[config.mk]
export PLATFORM = sky130hd
export DESIGN_NAME = photon_moment_accumulator
export DESIGN_NICKNAME = d
export VERILOG_FILES = /design/src/rtl/pma_pkg.sv /design/src/rtl/pma_front.sv /design/src/rtl/pma_sqrt.sv /design/src/rtl/pma_back.sv /design/src/rtl/photon_moment_accumulator.sv
export SDC_FILE = /design/constraint.sdc
export NUM_CORES = 2
export LEC_CHECK = 0
export BUFFER_PORTS_ARGS = -buffer_cell sky130_fd_sc_hd__buf_2
export CORE_MARGIN = 2
export CORE_UTILIZATION = 30
export CTS_CLUSTER_DIAMETER = 60
export DETAILED_ROUTE_END_ITERATION = 6
export PLACE_DENSITY = 0.46
export SYNTH_ARGS = -nofsm -noshare
export SYNTH_HDL_FRONTEND = slang
export SYNTH_SLANG_ARGS = --single-unit
[constraint.sdc]
create_clock -name clk -period 12 [get_ports clk]
set_clock_uncertainty 0.2 [all_clocks]
set_input_delay 1.8 -clock clk [delete_from_list [all_inputs] [get_ports clk]]
set_output_delay 1.8 -clock clk [all_outputs]
set_load 0.05 [all_outputs]
[src/rtl/pma_pkg.sv]
// ----------------------------------------------------------------------------
// pma_pkg
// Shared types, constants and helpers of the photon moment accumulator.
// ----------------------------------------------------------------------------
`default_nettype none

package pma_pkg;

  // Statistics and field widths.
  localparam int NUM_STATS = 6;
  localparam int NUM_VALS  = 3;
  localparam int STAT_W    = 3;
  localparam int WGT_W     = 16;
  localparam int VAL_W     = 24;
  localparam int EVT_W     = 16;
  localparam int ACC_W     = 64;
  localparam int CNT_W     = 32;
  localparam int MUL_W     = 24;
  localparam int PROD_W    = 2 * MUL_W;
  localparam int REM_W     = MUL_W + 2;

  // Command queue between the front and the back.
  localparam int QUEUE_DEPTH = 2;
  localparam int QPTR_W      = $clog2(QUEUE_DEPTH);
  localparam int QCNT_W      = $clog2(QUEUE_DEPTH + 1);

  // Square root unit: one result bit per iteration.
  localparam int SQRT_ITER = MUL_W;
  localparam int ITER_W    = $clog2(SQRT_ITER);

  // Operation codes of an input word.
  localparam logic [1:0] OP_PHOTON = 2'd0;
  localparam logic [1:0] OP_REPORT = 2'd1;
  localparam logic [1:0] OP_CLEAR  = 2'd2;

  // Statistic indexes.
  localparam logic [STAT_W-1:0] STAT_WEIGHT = 3'd0;
  localparam logic [STAT_W-1:0] STAT_RADIUS = 3'd4;
  localparam logic [STAT_W-1:0] STAT_EVENTS = 3'd5;
  localparam logic [STAT_W-1:0] STAT_LAST   = STAT_W'(NUM_STATS - 1);

  // Command kinds kept in the queue.
  typedef enum logic [1:0] {
    CMD_PHOTON,
    CMD_REPORT,
    CMD_CLEAR
  } cmd_kind_t;

  // One queued command; position magnitudes are taken in the front.
  typedef struct packed {
    cmd_kind_t                            kind;
    logic [WGT_W-1:0]                     weight;
    logic [NUM_VALS-1:0][VAL_W-1:0]       value;
    logic [VAL_W-1:0]                     mag_x;
    logic [VAL_W-1:0]                     mag_y;
    logic [EVT_W-1:0]                     events;
  } cmd_t;

  // Square root unit status toward the back.
  typedef struct packed {
    logic             done;
    logic [MUL_W-1:0] root;
  } sqrt_rsp_t;

  // Back sequencer states.
  typedef enum logic [1:0] {
    BK_IDLE,
    BK_CALC,
    BK_REPORT
  } back_state_t;

  // Where a registered product goes.
  typedef enum logic [2:0] {
    DST_NONE,
    DST_R2_LOAD,
    DST_R2_ADD,
    DST_TMP,
    DST_SUM,
    DST_SQ
  } dest_t;

  typedef struct packed {
    dest_t             dest;
    logic [STAT_W-1:0] idx;
    logic              hi;
  } act_t;

  // Saturating 64-bit add of two unsigned values.
  function automatic logic [ACC_W-1:0] sat_add(input logic [ACC_W-1:0] a,
                                               input logic [ACC_W-1:0] b);
    logic [ACC_W:0] s;
    s = {1'b0, a} + {1'b0, b};
    return s[ACC_W] ? '1 : s[ACC_W-1:0];
  endfunction

endpackage

`default_nettype wire

[src/rtl/pma_front.sv]
// ----------------------------------------------------------------------------
// pma_front
// Accepts input words, drops those without effect and queues the rest.
// ----------------------------------------------------------------------------
`default_nettype none

module pma_front import pma_pkg::*; (
  input  logic                 clk,
  input  logic                 rst_n,
  input  logic                 push,
  output logic                 full,
  input  logic [1:0]           in_operation,
  input  logic                 in_was_received,
  input  logic [WGT_W-1:0]     in_photon_weight,
  input  logic [VAL_W-1:0]     in_polar_angle,
  input  logic [VAL_W-1:0]     in_flight_time,
  input  logic [VAL_W-1:0]     in_path_length,
  input  logic signed [VAL_W-1:0] in_pos_x,
  input  logic signed [VAL_W-1:0] in_pos_y,
  input  logic [EVT_W-1:0]     in_event_count,
  output logic                 q_empty,
  output cmd_t                 q_head,
  input  logic                 q_pop
);

  cmd_t              q_mem_r [QUEUE_DEPTH];
  logic [QPTR_W-1:0] wr_ptr_r, wr_ptr_nxt;
  logic [QPTR_W-1:0] rd_ptr_r, rd_ptr_nxt;
  logic [QCNT_W-1:0] count_r, count_nxt;
  logic              accept;
  logic              keep;
  logic              wr_en;
  cmd_t              cmd;

  // Classify the word: unreceived photons and unused codes are dropped.
  always_comb begin
    keep     = 1'b0;
    cmd.kind = CMD_PHOTON;
    case (in_operation)
      OP_PHOTON: begin
        keep     = in_was_received;
        cmd.kind = CMD_PHOTON;
      end
      OP_REPORT: begin
        keep     = 1'b1;
        cmd.kind = CMD_REPORT;
      end
      OP_CLEAR: begin
        keep     = 1'b1;
        cmd.kind = CMD_CLEAR;
      end
      default: keep = 1'b0;
    endcase
    cmd.weight   = in_photon_weight;
    cmd.value[0] = in_polar_angle;
    cmd.value[1] = in_flight_time;
    cmd.value[2] = in_path_length;
    cmd.mag_x    = in_pos_x[VAL_W-1] ? VAL_W'(-in_pos_x) : in_pos_x;
    cmd.mag_y    = in_pos_y[VAL_W-1] ? VAL_W'(-in_pos_y) : in_pos_y;
    cmd.events   = in_event_count;
  end

  // Queue pointers and fill count.
  assign full    = (count_r == QCNT_W'(QUEUE_DEPTH));
  assign q_empty = (count_r == '0);
  assign accept  = push && !full;
  assign wr_en   = accept && keep;
  assign q_head  = q_mem_r[rd_ptr_r];

  always_comb begin
    wr_ptr_nxt = wr_ptr_r;
    rd_ptr_nxt = rd_ptr_r;
    count_nxt  = count_r;
    if (wr_en) begin
      wr_ptr_nxt = (wr_ptr_r == QPTR_W'(QUEUE_DEPTH - 1)) ? '0 : wr_ptr_r + 1'b1;
    end
    if (q_pop) begin
      rd_ptr_nxt = (rd_ptr_r == QPTR_W'(QUEUE_DEPTH - 1)) ? '0 : rd_ptr_r + 1'b1;
    end
    if (wr_en && !q_pop) begin
      count_nxt = count_r + 1'b1;
    end else if (!wr_en && q_pop) begin
      count_nxt = count_r - 1'b1;
    end
  end

  always_ff @(posedge clk) begin
    if (!rst_n) begin
      wr_ptr_r <= '0;
      rd_ptr_r <= '0;
      count_r  <= '0;
    end else begin
      wr_ptr_r <= wr_ptr_nxt;
      rd_ptr_r <= rd_ptr_nxt;
      count_r  <= count_nxt;
    end
  end

  // Queue storage.
  always_ff @(posedge clk) begin
    if (wr_en) begin
      q_mem_r[wr_ptr_r] <= cmd;
    end
  end

endmodule

`default_nettype wire

[src/rtl/pma_sqrt.sv]
// ----------------------------------------------------------------------------
// pma_sqrt
// Floor square root of a 48-bit value, one root bit per cycle.
// ----------------------------------------------------------------------------
`default_nettype none

module pma_sqrt import pma_pkg::*; (
  input  logic              clk,
  input  logic              rst_n,
  input  logic              start,
  input  logic [PROD_W-1:0] radicand,
  output sqrt_rsp_t         rsp
);

  logic [PROD_W-1:0] rad_r, rad_nxt;
  logic [REM_W-1:0]  rem_r, rem_nxt;
  logic [MUL_W-1:0]  root_r, root_nxt;
  logic [ITER_W-1:0] iter_r, iter_nxt;
  logic              busy_r, busy_nxt;
  logic              done_r, done_nxt;
  logic [REM_W+1:0]  rem_sh;
  logic [REM_W+1:0]  trial;
  logic              fits;

  // Bring down two radicand bits and try the next root bit.
  assign rem_sh = {rem_r, rad_r[PROD_W-1 -: 2]};
  assign trial  = {2'b00, root_r, 2'b01};
  assign fits   = (rem_sh >= trial);

  always_comb begin
    rad_nxt  = rad_r;
    rem_nxt  = rem_r;
    root_nxt = root_r;
    iter_nxt = iter_r;
    busy_nxt = busy_r;
    done_nxt = done_r;
    if (start) begin
      rad_nxt  = radicand;
      rem_nxt  = '0;
      root_nxt = '0;
      iter_nxt = '0;
      busy_nxt = 1'b1;
      done_nxt = 1'b0;
    end else if (busy_r) begin
      rad_nxt  = {rad_r[PROD_W-3:0], 2'b00};
      rem_nxt  = fits ? REM_W'(rem_sh - trial) : REM_W'(rem_sh);
      root_nxt = {root_r[MUL_W-2:0], fits};
      iter_nxt = iter_r + 1'b1;
      if (iter_r == ITER_W'(SQRT_ITER - 1)) begin
        busy_nxt = 1'b0;
        done_nxt = 1'b1;
      end
    end
  end

  always_ff @(posedge clk) begin
    if (!rst_n) begin
      busy_r <= 1'b0;
      done_r <= 1'b0;
      iter_r <= '0;
    end else begin
      busy_r <= busy_nxt;
      done_r <= done_nxt;
      iter_r <= iter_nxt;
    end
  end

  always_ff @(posedge clk) begin
    rad_r  <= rad_nxt;
    rem_r  <= rem_nxt;
    root_r <= root_nxt;
  end

  assign rsp.done = done_r;
  assign rsp.root = root_r;

endmodule

`default_nettype wire

[src/rtl/pma_back.sv]
// ----------------------------------------------------------------------------
// pma_back
// Sequencer with one shared multiplier that folds photon moments into the
// saturating accumulators and streams out reports.
// ----------------------------------------------------------------------------
`default_nettype none

module pma_back import pma_pkg::*; (
  input  logic              clk,
  input  logic              rst_n,
  input  logic              q_empty,
  input  cmd_t              q_head,
  output logic              q_pop,
  output logic              sqrt_start,
  output logic [PROD_W-1:0] sqrt_radicand,
  input  sqrt_rsp_t         sqrt_rsp,
  output logic              empty,
  input  logic              pop,
  output logic [STAT_W-1:0] out_stat_index,
  output logic [ACC_W-1:0]  out_moment_sum,
  output logic [ACC_W-1:0]  out_moment_square_sum,
  output logic [CNT_W-1:0]  out_received_total,
  output logic              out_last_of_report
);

  // Step numbers of a photon record.
  localparam logic [4:0] ST_AX      = 5'd0;
  localparam logic [4:0] ST_AY      = 5'd1;
  localparam logic [4:0] ST_W       = 5'd2;
  localparam logic [4:0] ST_WW      = 5'd3;
  localparam logic [4:0] ST_V_FIRST = 5'd4;
  localparam logic [4:0] ST_V_LAST  = 5'd15;
  localparam logic [4:0] ST_EE      = 5'd16;
  localparam logic [4:0] ST_WE      = 5'd17;
  localparam logic [4:0] ST_WEE_LO  = 5'd18;
  localparam logic [4:0] ST_WEE_HI  = 5'd19;
  localparam logic [4:0] ST_WR2_LO  = 5'd20;
  localparam logic [4:0] ST_WR2_HI  = 5'd21;
  localparam logic [4:0] ST_WR      = 5'd22;

  // Phases of a theta, time of flight or distance statistic.
  localparam logic [1:0] PH_SQUARE = 2'd0;
  localparam logic [1:0] PH_FIRST  = 2'd1;
  localparam logic [1:0] PH_SQ_LO  = 2'd2;
  localparam logic [1:0] PH_SQ_HI  = 2'd3;

  back_state_t       state_r, state_nxt;
  logic [4:0]        step_r, step_nxt;
  logic [STAT_W-1:0] k_r, k_nxt;
  cmd_t              item_r;
  act_t              act_r, act_nxt;
  logic [PROD_W-1:0] prod_r;
  logic [PROD_W-1:0] r2_r;
  logic [PROD_W-1:0] tmp_r;
  logic [ACC_W-1:0]  sum_r [NUM_STATS];
  logic [ACC_W-1:0]  sq_r  [NUM_STATS];
  logic [CNT_W-1:0]  cnt_r;
  logic              out_valid_r;
  logic [STAT_W-1:0] out_idx_r;
  logic [ACC_W-1:0]  out_sum_r;
  logic [ACC_W-1:0]  out_sq_r;
  logic [CNT_W-1:0]  out_cnt_r;
  logic              out_last_r;

  logic [MUL_W-1:0]  mul_a, mul_b;
  logic [MUL_W-1:0]  w_op;
  logic [1:0]        v_sel;
  logic [MUL_W-1:0]  v_cur;
  logic              stall;
  logic              out_load;
  logic              clr_all;
  logic              cnt_inc;
  logic [STAT_W-1:0] rd_idx;
  logic [ACC_W-1:0]  sum_rd, sq_rd;
  logic [ACC_W-1:0]  addend;
  logic [ACC_W-1:0]  sum_acc, sq_acc;

  assign w_op  = MUL_W'(item_r.weight);
  assign v_sel = 2'(step_r[3:2] - 2'd1);
  assign v_cur = item_r.value[v_sel];
  assign stall = (step_r == ST_WR) && !sqrt_rsp.done;

  // Operand selection and product routing of the current step.
  always_comb begin
    mul_a   = '0;
    mul_b   = '0;
    act_nxt = '{dest: DST_NONE, idx: '0, hi: 1'b0};
    if (state_r == BK_CALC) begin
      if (step_r inside {[ST_V_FIRST:ST_V_LAST]}) begin
        act_nxt.idx = STAT_W'(step_r[3:2]);
        case (step_r[1:0])
          PH_SQUARE: begin
            mul_a        = v_cur;
            mul_b        = v_cur;
            act_nxt.dest = DST_TMP;
          end
          PH_FIRST: begin
            mul_a        = w_op;
            mul_b        = v_cur;
            act_nxt.dest = DST_SUM;
          end
          PH_SQ_LO: begin
            mul_a        = w_op;
            mul_b        = tmp_r[MUL_W-1:0];
            act_nxt.dest = DST_SQ;
          end
          PH_SQ_HI: begin
            mul_a        = w_op;
            mul_b        = tmp_r[PROD_W-1:MUL_W];
            act_nxt.dest = DST_SQ;
            act_nxt.hi   = 1'b1;
          end
          default: act_nxt.dest = DST_NONE;
        endcase
      end else begin
        case (step_r)
          ST_AX: begin
            mul_a        = item_r.mag_x;
            mul_b        = item_r.mag_x;
            act_nxt.dest = DST_R2_LOAD;
          end
          ST_AY: begin
            mul_a        = item_r.mag_y;
            mul_b        = item_r.mag_y;
            act_nxt.dest = DST_R2_ADD;
          end
          ST_W: begin
            mul_a        = w_op;
            mul_b        = MUL_W'(1);
            act_nxt.dest = DST_SUM;
            act_nxt.idx  = STAT_WEIGHT;
          end
          ST_WW: begin
            mul_a        = w_op;
            mul_b        = w_op;
            act_nxt.dest = DST_SQ;
            act_nxt.idx  = STAT_WEIGHT;
          end
          ST_EE: begin
            mul_a        = MUL_W'(item_r.events);
            mul_b        = MUL_W'(item_r.events);
            act_nxt.dest = DST_TMP;
          end
          ST_WE: begin
            mul_a        = w_op;
            mul_b        = MUL_W'(item_r.events);
            act_nxt.dest = DST_SUM;
            act_nxt.idx  = STAT_EVENTS;
          end
          ST_WEE_LO: begin
            mul_a        = w_op;
            mul_b        = tmp_r[MUL_W-1:0];
            act_nxt.dest = DST_SQ;
            act_nxt.idx  = STAT_EVENTS;
          end
          ST_WEE_HI: begin
            mul_a        = w_op;
            mul_b        = tmp_r[PROD_W-1:MUL_W];
            act_nxt.dest = DST_SQ;
            act_nxt.idx  = STAT_EVENTS;
            act_nxt.hi   = 1'b1;
          end
          ST_WR2_LO: begin
            mul_a        = w_op;
            mul_b        = r2_r[MUL_W-1:0];
            act_nxt.dest = DST_SQ;
            act_nxt.idx  = STAT_RADIUS;
          end
          ST_WR2_HI: begin
            mul_a        = w_op;
            mul_b        = r2_r[PROD_W-1:MUL_W];
            act_nxt.dest = DST_SQ;
            act_nxt.idx  = STAT_RADIUS;
            act_nxt.hi   = 1'b1;
          end
          ST_WR: begin
            if (sqrt_rsp.done) begin
              mul_a        = w_op;
              mul_b        = sqrt_rsp.root;
              act_nxt.dest = DST_SUM;
              act_nxt.idx  = STAT_RADIUS;
            end
          end
          default: act_nxt.dest = DST_NONE;
        endcase
      end
    end
  end

  // Next state.
  always_comb begin
    state_nxt = state_r;
    case (state_r)
      BK_IDLE: begin
        if (!q_empty) begin
          case (q_head.kind)
            CMD_PHOTON: state_nxt = BK_CALC;
            CMD_REPORT: state_nxt = BK_REPORT;
            default:    state_nxt = BK_IDLE;
          endcase
        end
      end
      BK_CALC: begin
        if (step_r == ST_WR && !stall) begin
          state_nxt = BK_IDLE;
        end
      end
      BK_REPORT: begin
        if (out_load && k_r == STAT_LAST) begin
          state_nxt = BK_IDLE;
        end
      end
      default: state_nxt = BK_IDLE;
    endcase
  end

  // Sequencer outputs.
  always_comb begin
    q_pop      = (state_r == BK_IDLE) && !q_empty;
    cnt_inc    = q_pop && (q_head.kind == CMD_PHOTON);
    clr_all    = q_pop && (q_head.kind == CMD_CLEAR);
    sqrt_start = (state_r == BK_CALC) && (step_r == ST_WW);
    out_load   = (state_r == BK_REPORT) && (!out_valid_r || pop);
    step_nxt   = step_r;
    k_nxt      = k_r;
    case (state_r)
      BK_IDLE: begin
        step_nxt = '0;
        k_nxt    = '0;
      end
      BK_CALC: begin
        if (!stall) begin
          step_nxt = step_r + 1'b1;
        end
      end
      BK_REPORT: begin
        if (out_load) begin
          k_nxt = k_r + 1'b1;
        end
      end
      default: step_nxt = '0;
    endcase
  end

  assign sqrt_radicand = r2_r;

  // Accumulator read and saturating add.
  assign rd_idx  = (state_r == BK_REPORT) ? k_r : act_r.idx;
  assign sum_rd  = sum_r[rd_idx];
  assign sq_rd   = sq_r[rd_idx];
  assign addend  = act_r.hi ? {prod_r[ACC_W-MUL_W-1:0], {MUL_W{1'b0}}}
                            : ACC_W'(prod_r);
  assign sum_acc = sat_add(sum_rd, addend);
  assign sq_acc  = sat_add(sq_rd, addend);

  // Control registers.
  always_ff @(posedge clk) begin
    if (!rst_n) begin
      state_r     <= BK_IDLE;
      step_r      <= '0;
      k_r         <= '0;
      act_r       <= '{dest: DST_NONE, idx: '0, hi: 1'b0};
      out_valid_r <= 1'b0;
    end else begin
      state_r <= state_nxt;
      step_r  <= step_nxt;
      k_r     <= k_nxt;
      act_r   <= act_nxt;
      if (out_load) begin
        out_valid_r <= 1'b1;
      end else if (pop) begin
        out_valid_r <= 1'b0;
      end
    end
  end

  // Accumulators and received count; a clear wins over a pending add.
  always_ff @(posedge clk) begin
    if (!rst_n || clr_all) begin
      cnt_r <= '0;
      for (int i = 0; i < NUM_STATS; i++) begin
        sum_r[i] <= '0;
        sq_r[i]  <= '0;
      end
    end else begin
      if (cnt_inc && cnt_r != '1) begin
        cnt_r <= cnt_r + 1'b1;
      end
      if (act_r.dest == DST_SUM) begin
        sum_r[act_r.idx] <= sum_acc;
      end
      if (act_r.dest == DST_SQ) begin
        sq_r[act_r.idx] <= sq_acc;
      end
    end
  end

  // Datapath registers.
  always_ff @(posedge clk) begin
    prod_r <= PROD_W'(mul_a) * PROD_W'(mul_b);
    if (q_pop) begin
      item_r <= q_head;
    end
    case (act_r.dest)
      DST_R2_LOAD: r2_r  <= prod_r;
      DST_R2_ADD:  r2_r  <= r2_r + prod_r;
      DST_TMP:     tmp_r <= prod_r;
      default:     tmp_r <= tmp_r;
    endcase
    if (out_load) begin
      out_idx_r  <= k_r;
      out_sum_r  <= sum_rd;
      out_sq_r   <= sq_rd;
      out_cnt_r  <= cnt_r;
      out_last_r <= (k_r == STAT_LAST);
    end
  end

  assign empty                 = !out_valid_r;
  assign out_stat_index        = out_idx_r;
  assign out_moment_sum        = out_sum_r;
  assign out_moment_square_sum = out_sq_r;
  assign out_received_total    = out_cnt_r;
  assign out_last_of_report    = out_last_r;

`ifndef NO_ASSERTIONS
  // No product may still be on its way into an accumulator during a report.
  a_report_no_pending: assert property (@(posedge clk) disable iff (!rst_n)
    state_r == BK_REPORT |-> act_r.dest == DST_NONE)
    else $error("accumulator update pending during report");

  // The sixth result of a report returns the sequencer to idle.
  a_report_ends: assert property (@(posedge clk) disable iff (!rst_n)
    out_load && k_r == STAT_LAST |=> state_r == BK_IDLE)
    else $error("report did not end after the last statistic");

  // The radius sum is only taken once the square root has finished.
  a_root_ready: assert property (@(posedge clk) disable iff (!rst_n)
    act_nxt.dest == DST_SUM && act_nxt.idx == STAT_RADIUS |-> sqrt_rsp.done)
    else $error("radius used before the square root finished");

  // The received count only falls on a clear.
  a_count_monotonic: assert property (@(posedge clk) disable iff (!rst_n)
    $past(rst_n) && !$past(clr_all) |-> cnt_r >= $past(cnt_r))
    else $error("received count decreased without a clear");
`endif

endmodule

`default_nettype wire

[src/rtl/photon_moment_accumulator.sv]
// ----------------------------------------------------------------------------
// photon_moment_accumulator
// Weighted sum and sum of squares of six photon statistics, fixed point.
// ----------------------------------------------------------------------------
// Photon records, report and clear requests enter through a two-word queue.
// Unreceived photons and unused codes are taken at the input and go no further.
// A received photon occupies the back end for 23 steps of the shared 24x24
// multiplier, with the radius step waiting on the square root unit, which
// delivers one root bit per cycle. A clear is carried out as it leaves the
// queue; a report hands out its results in turn, loading each once the
// result side has taken the one before. Sums saturate at all ones.
// ----------------------------------------------------------------------------
`default_nettype none

module photon_moment_accumulator import pma_pkg::*; (
  input  logic                    clk,
  input  logic                    rst_n,
  input  logic                    push,
  output logic                    full,
  input  logic [1:0]              in_operation,
  input  logic                    in_was_received,
  input  logic [WGT_W-1:0]        in_photon_weight,
  input  logic [VAL_W-1:0]        in_polar_angle,
  input  logic [VAL_W-1:0]        in_flight_time,
  input  logic [VAL_W-1:0]        in_path_length,
  input  logic signed [VAL_W-1:0] in_pos_x,
  input  logic signed [VAL_W-1:0] in_pos_y,
  input  logic [EVT_W-1:0]        in_event_count,
  output logic                    empty,
  input  logic                    pop,
  output logic [STAT_W-1:0]       out_stat_index,
  output logic [ACC_W-1:0]        out_moment_sum,
  output logic [ACC_W-1:0]        out_moment_square_sum,
  output logic [CNT_W-1:0]        out_received_total,
  output logic                    out_last_of_report
);

  logic              q_empty;
  cmd_t              q_head;
  logic              q_pop;
  logic              sqrt_start;
  logic [PROD_W-1:0] sqrt_radicand;
  sqrt_rsp_t         sqrt_rsp;

  // Input side: classify and queue commands.
  pma_front u_front (
    .clk              (clk),
    .rst_n            (rst_n),
    .push             (push),
    .full             (full),
    .in_operation     (in_operation),
    .in_was_received  (in_was_received),
    .in_photon_weight (in_photon_weight),
    .in_polar_angle   (in_polar_angle),
    .in_flight_time   (in_flight_time),
    .in_path_length   (in_path_length),
    .in_pos_x         (in_pos_x),
    .in_pos_y         (in_pos_y),
    .in_event_count   (in_event_count),
    .q_empty          (q_empty),
    .q_head           (q_head),
    .q_pop            (q_pop)
  );

  // Radius square root.
  pma_sqrt u_sqrt (
    .clk      (clk),
    .rst_n    (rst_n),
    .start    (sqrt_start),
    .radicand (sqrt_radicand),
    .rsp      (sqrt_rsp)
  );

  // Accumulation and report sequencing.
  pma_back u_back (
    .clk                   (clk),
    .rst_n                 (rst_n),
    .q_empty               (q_empty),
    .q_head                (q_head),
    .q_pop                 (q_pop),
    .sqrt_start            (sqrt_start),
    .sqrt_radicand         (sqrt_radicand),
    .sqrt_rsp              (sqrt_rsp),
    .empty                 (empty),
    .pop                   (pop),
    .out_stat_index        (out_stat_index),
    .out_moment_sum        (out_moment_sum),
    .out_moment_square_sum (out_moment_square_sum),
    .out_received_total    (out_received_total),
    .out_last_of_report    (out_last_of_report)
  );

endmodule

`default_nettype wire
; Word-level counts from Yosys, hierarchy flattened
; Memory sizes are Yosys's and may differ from the RTL's. A register that Yosys moved wholly into a read port is not among the register bits.
; Index checks and enable logic that the tools add are counted.
; Widths: inputs -> output; s select.
[word_totals]
ff_bits = 619
mem_bits_rw = 1076
input_bits = 159
output_inout_bits = 166
elab_cells = 214
n_memories = 3
[classes]
add_sub_neg = 15
multipliers = 1
magnitude_cmp = 4
n_eq_ne = 33
muxes = 67
bitwise_logic = 3
n_reduce_logical = 55
[mem_list]
columns = name, depth, word_bits, rd, rd_clocked_by_memory_dff, write_ports, line_no
row1 = u_back.sq_r, 6, 64, 1, 0, 6, pma_back.sv:56  ; logic [ACC_W-1:0] sq_r [NUM_STATS];
row2 = u_back.sum_r, 6, 64, 1, 0, 6, pma_back.sv:55  ; logic [ACC_W-1:0] sum_r [NUM_STATS];
row3 = u_front.q_mem_r, 2, 154, 1, 1, 1, pma_front.sv:26  ; cmd_t q_mem_r [QUEUE_DEPTH];
[op_table]
columns = operator, n
row1 = $mux 64, 5
row2 = $pmux 24 s10, 1
row3 = $mux 24, 8
row4 = $add 64x64->65, 2
row5 = $reduce_or 64->1, 2
row6 = $pmux 24 s5, 1
row7 = $mux 48, 2
row8 = $pmux 48 s2, 1
row9 = $pmux 24 s3, 1
row10 = $add 48x48->48, 1
row11 = $bmux 24 s2, 1
row12 = $mul 24x24->48, 1
row13 = $neg 24->24, 2
row14 = $pmux 24 s2, 1
row15 = $eq 5x5->1 const B, 8
row16 = $add 32x1->32 const B, 1
row17 = $ne 32x32->1 const B, 1
row18 = $ge 28x26->1, 1
row19 = $mux 26, 1
row20 = $sub 26x26->26, 1
row21 = $mux 1, 23
row22 = $pmux 3 s3, 2
row23 = $pmux 3 s6, 1
row24 = $mux 16, 1
row25 = 40 further kinds, 109

; Depth between registers and ports, before layout
[logic_depth]
word_depth = 9
mapped_depth = 38
ltp_nobuf = 33

; Modules after synthesis
; Synthesis repeated with hierarchy kept, for this count alone.
[unflattened]
hier_cells = 8862
area_unflattened_um2 = 109455.0
[by_module_without_submodules]
columns = module, instances, cells_per_inst, area_per_inst_um2, seq_area_each_um2
row1 = pma_back, 1, 7685, 91632.9, 45083.2
row2 = pma_front, 1, 647, 12308.1, 9349.0
row3 = pma_sqrt, 1, 530, 5514.0, 2582.5

; Worst setup path after synthesis
; No wires, ideal clock.
[synth_path]
path_kind = input port to flip-flop
start = input port in_operation[0]
end = memory u_front.q_mem_r[0][0] (netlist name), enable pin
setup_time_ns = 0.688
t_arrival_ns = 9.421
required_time_ns = 11.112
path_slack_ns = 1.692
stages = 5
path_buffers = 0
path_cell_list = inv_1 ha_1 a21oi_1 nor4b_1 nor2b_1
[synth_between]
elab_chain_len = 6
word_cells_on_any_way = 8
classes_between = eq/ne (2) / mux (3) / reduce/logical (3)
[synth_rtl]
columns = element, line_no
row1 = start: declaration, photon_moment_accumulator.sv:20  ; input logic [1:0] in_operation,
row2 = $eq 2x1->1 / $eq 2x2->1 (equally long branches), pma_front.sv:39  ; case (in_operation)
row3 = $reduce_or 2->1 (no line), n/a
row4 = $pmux 1 s2 (*), pma_front.sv:39
row5 = $logic_and 1x1->1 (*), pma_front.sv:67  ; assign wr_en = accept && keep;
row6 = named net u_front.wr_en, pma_front.sv:32  ; logic wr_en;
row7 = $mux 1 (*), pma_front.sv:101  ; if (wr_en) begin
row8 = $mux 1 (not written as such) (*), pma_front.sv:102  ; q_mem_r[wr_ptr_r] <= cmd;
row9 = end: declaration, pma_front.sv:26
; Mark *: on every way through the listed nets, which the timed path passes. The rest lies on a longest branch.

; Worst setup path after layout
[layout_path]
start = register u_back.step_r[3]
end = register u_back.prod_r[46]
[layout_between]
elab_chain_len = 7
word_cells_on_any_way = 28
classes_between = add/sub (1) / mul (1) / order compare (2) / eq/ne (10) / mux (10) / reduce/logical (4)
[layout_rtl]
columns = element, line_no
row1 = start: declaration, pma_back.sv:48  ; logic [4:0] step_r, step_nxt;
row2 = start signal: assignment, pma_back.sv:266  ; step_r <= step_nxt;
row3 = $sub 2x1->2, pma_back.sv:79  ; assign v_sel = 2'(step_r[3:2] - 2'd1);
row4 = $bmux 24 s2, pma_back.sv:80  ; assign v_cur = item_r.value[v_sel];
row5 = $mux 24 (not written as such), pma_back.sv:80
row6 = $pmux 24 s3 / $pmux 24 s2 (equally long branches), pma_back.sv:91  ; case (step_r[1:0])
row7 = $mux 24, pma_back.sv:89  ; if (step_r inside {[ST_V_FIRST:ST_V_LAST]}) begin
row8 = $mux 24, pma_back.sv:88  ; if (state_r == BK_CALC) begin
row9 = $mul 24x24->48 (*), pma_back.sv:300  ; prod_r <= PROD_W'(mul_a) * PROD_W'(mul_b);
row10 = end signal: assignment, pma_back.sv:300
row11 = end: declaration, pma_back.sv:52  ; logic [PROD_W-1:0] prod_r;
; Mark *: on every way between the ends. The rest lies on a longest branch, timed or not. The select of a mux whose other input is x is not followed.
; A chain may end at the register's enable or synchronous reset.

==> results.sh <==
export IMPL_ctsHtreeMaxLevel=4
export IMPL_period_share_pct=88.8
export IMPL_grt_pass1_vias=73265
export IMPL_cpMostUsedCell="fa_1"
export IMPL_max_vdd_ir_drop_uv=121
export IMPL_final_setup_viol_count=0
export IMPL_nNetsFinal=10234
export IMPL_clock_path_buffers=4
export IMPL_synth_top_cells_by_count="edfxtp_1 (1,792), nor2_1 (1,106), nand2_1 (868), inv_1 (736), fa_1 (485)"
export IMPL_die_y_um=607
export IMPL_hold_path_end="u_back.item_r[130]$_DFFE_PP_"
export IMPL_finalHoldViolCount=0
export IMPL_yosysMostFrequentCell="edfxtp_1"
export IMPL_synth_top_cell_area_share_pct=49.3
export IMPL_reg2regPathDepth=31
export IMPL_synth_seq_area_share_pct=52.2
export IMPL_slew_violations=0
export IMPL_cap_viol_max_count=0
export IMPL_rows=221
export IMPL_coreArea_um2=362000
export IMPL_routed_wl_mm=383
export IMPL_n_fill_cell=35777
export IMPL_status="finished, final reports clean"
export IMPL_criticalPathCategory="reg2reg"
export IMPL_drive_above_1_share_pct=16.7
export IMPL_min_from="u_front.q_mem_r[0][130]$_DFFE_PP_"
export IMPL_grt_pass1_wl_mm=543
export IMPL_cts_sinks=1952
export IMPL_drc=0
export IMPL_p_leak_nw=48.0
export IMPL_period_needed_ns=10.66
export IMPL_initial_utilization_pct=30.1
export IMPL_rsz0062_at_grt="false"
export IMPL_syn_nets=10006
export IMPL_track_usage_pct=20.4
export IMPL_synth_edff_count=1792
export IMPL_clkLatencyLatePin_ns=0.99
export IMPL_path_clk_slew_ns=0.06
export IMPL_arrival_ns=11.22
export IMPL_firstDrtPassIters=6
export IMPL_synth_area_um2=109000
export IMPL_cts_setup_buffers=0
export IMPL_synthArstFlopShare_pct=0
export IMPL_antenna_found_initial=53
export IMPL_tightest_slew_ns=1.42
export IMPL_clockRootBuffer="clkbuf_16"
export IMPL_slew_headroom_pct=5.62
export IMPL_final_cells=14205
export IMPL_timing_final_ws_setup_ns=1.34
export IMPL_max_stage_delay_ns=0.93
export IMPL_dp_hpwl_mm=276
export IMPL_cts_tree="built"
export IMPL_whs_path_depth=1
export IMPL_place_inst=13753
export IMPL_yosysTopAreaCell="edfxtp_1"
export IMPL_hold_class="reg2reg"
export IMPL_fmax_ghz=0.0938
export IMPL_cts_resized=0
export IMPL_wire_per_inst_um=27.0
export IMPL_vias_per_cell=5.21
export IMPL_die_area_um2=369000
export IMPL_grt_max_degree=138
export IMPL_r2r_end="u_back.prod_r[46]$_DFF_P_"
export IMPL_syn2layout_area_growth_pct=14.3
export IMPL_overflow=0
export IMPL_finalWeightedCongestion=0.919
export IMPL_dr_first_iter_drc_count=7316
export IMPL_synth_ff_type="edfxtp_1"
export IMPL_cp_required_ns=12.56
export IMPL_ant_nets=0
export IMPL_path_max_fanout=18
export IMPL_critPathCaptureType="register"
export IMPL_ctsHoldBuffers=0
export IMPL_die_width_um=607
export IMPL_worstSetupStartpointType="register"
export IMPL_ys_ff_latch=1952
export IMPL_yosys_warnings=0
export IMPL_avgSynthCellArea_um2=12.2
export IMPL_io_buffer_count=324
export IMPL_num_vias=74077
export IMPL_p_per_area_nw_per_um2=164
export IMPL_synth_area_leaders="edfxtp_1 (49%), fa_1 (8.9%), mux4_2 (5.3%), ha_1 (4.5%), nor2_1 (3.8%)"
export IMPL_critPathSlowestCell="a22o_1"
export IMPL_dpl_worst_slack_ns=1.61
export IMPL_fin_tns_setup_ns=0
export IMPL_ys_types=100
export IMPL_top_level_ports=325
export IMPL_cts_made_buffers=233
export IMPL_netlist_instances=8967
export IMPL_r2r_slack_ns=1.34
export IMPL_r2r_start="u_back.step_r[3]$_SDFFE_PN0P_"
## metal layers
layer	GRT usage, %	part of all wire, %	vias up
met5	0	0.0083	-
met4	5.42	2.7	4
met3	3.07	6.5	459
met2	32.7	47	2638
met1	28.8	44	38510
li1	-	-	32466
## sequential cells by signal, indices dropped and copies added (netlist names), 26 cells and up, named ones only
name / cells
u_back.cnt_r: 32
u_back.item_r: 152
u_back.out_moment_square_sum: 64
u_back.out_moment_sum: 64
u_back.out_received_total: 32
u_back.prod_r: 48
u_back.sq_r: 512
u_back.sqrt_radicand: 48
u_back.sum_r: 512
u_back.tmp_r: 48
u_front.q_mem_r: 308
u_sqrt.rad_r: 48
u_sqrt.rem_r: 26
## cell families after synthesis
group | share of synthesized area (%)
compound gates | 8.27
xor+xnor | 2.30
fa+ha+maj | 13.4
buf+inv | 4.31
flops | 52.2
mux | 9.21
simple gates | 10.2
## cells in the final DEF, fill, tap and decap left out, types with 256 or more instances in the layout
| cell type | instances |
|---|---|
| fa_1 | 485 |
| mux4_2 | 256 |
| nand2_1 | 850 |
| edfxtp_1 | 1792 |
| buf_2 | 324 |
| a21oi_1 | 394 |
| mux2_2 | 305 |
| nor2_1 | 1101 |
| ha_1 | 395 |
| inv_1 | 734 |
## power by group
group | internal, W | switching (W) | total (W)
logic | 0.00126 | 0.00314 | 0.00440
clock network | 0.00423 | 0.00302 | 0.00725
registers | 0.00837 | 0.000482 | 0.00885
## worst max-delay path: cells and delay by family (launching register included)
kind,cells,cell delay (ns)
AO/OA/AOI/OAI,9,3.14
XOR/XNOR,1,0.14
adder cells (fa/ha/maj),9,4.41
buffers and inverters,7,0.75
flip-flops,1,0.36
AND/OR/NAND/NOR,5,1.53
## final cells by class
cell class / count / area, um^2 / share of cell area (%)
clock buffer: 279 / 6110 / 4.90
sequential: 1952 / 57000 / 45.7
clock inverter: 153 / 1760 / 1.41
inverter: 737 / 2780 / 2.23
antenna: 19 / 47.5 / 0.0381
multi-input combinational: 5778 / 48000 / 38.5
tap: 4794 / 6000 / 4.81
timing repair buffer: 493 / 3030 / 2.43
## per-stage QoR
stage,total power [W],util (%),cell area (um^2),hold WS [ns]
3_3_place_gp,0.0134,32.2,117000,0.259
6_report,0.0205,34.4,125000,0.283
3_5_place_dp,0.0134,32.2,117000,0.259
4_1_cts,0.0207,34.4,125000,0.276
5_1_grt,0.0213,34.4,125000,0.295
2_1_floorplan,0.0114,-,109000,0.231
## worst max-delay path by stage
stage / to / startpoint
after floorplan: u_front.q_mem_r[0][0]$_DFFE_PP_ / in_operation[0]
after global placement: u_back.prod_r[46]$_DFF_P_ / u_back.step_r[3]$_SDFFE_PN0P_
after detailed placement: u_back.prod_r[46]$_DFF_P_ / u_back.step_r[3]$_SDFFE_PN0P_
after CTS: u_back.prod_r[46]$_DFF_P_ / u_back.step_r[3]$_SDFFE_PN0P_
after global routing: u_back.prod_r[47]$_DFF_P_ / u_back.step_r[3]$_SDFFE_PN0P_
final: u_back.prod_r[46]$_DFF_P_ / u_back.step_r[3]$_SDFFE_PN0P_
Power figures use the tool's default switching activity.
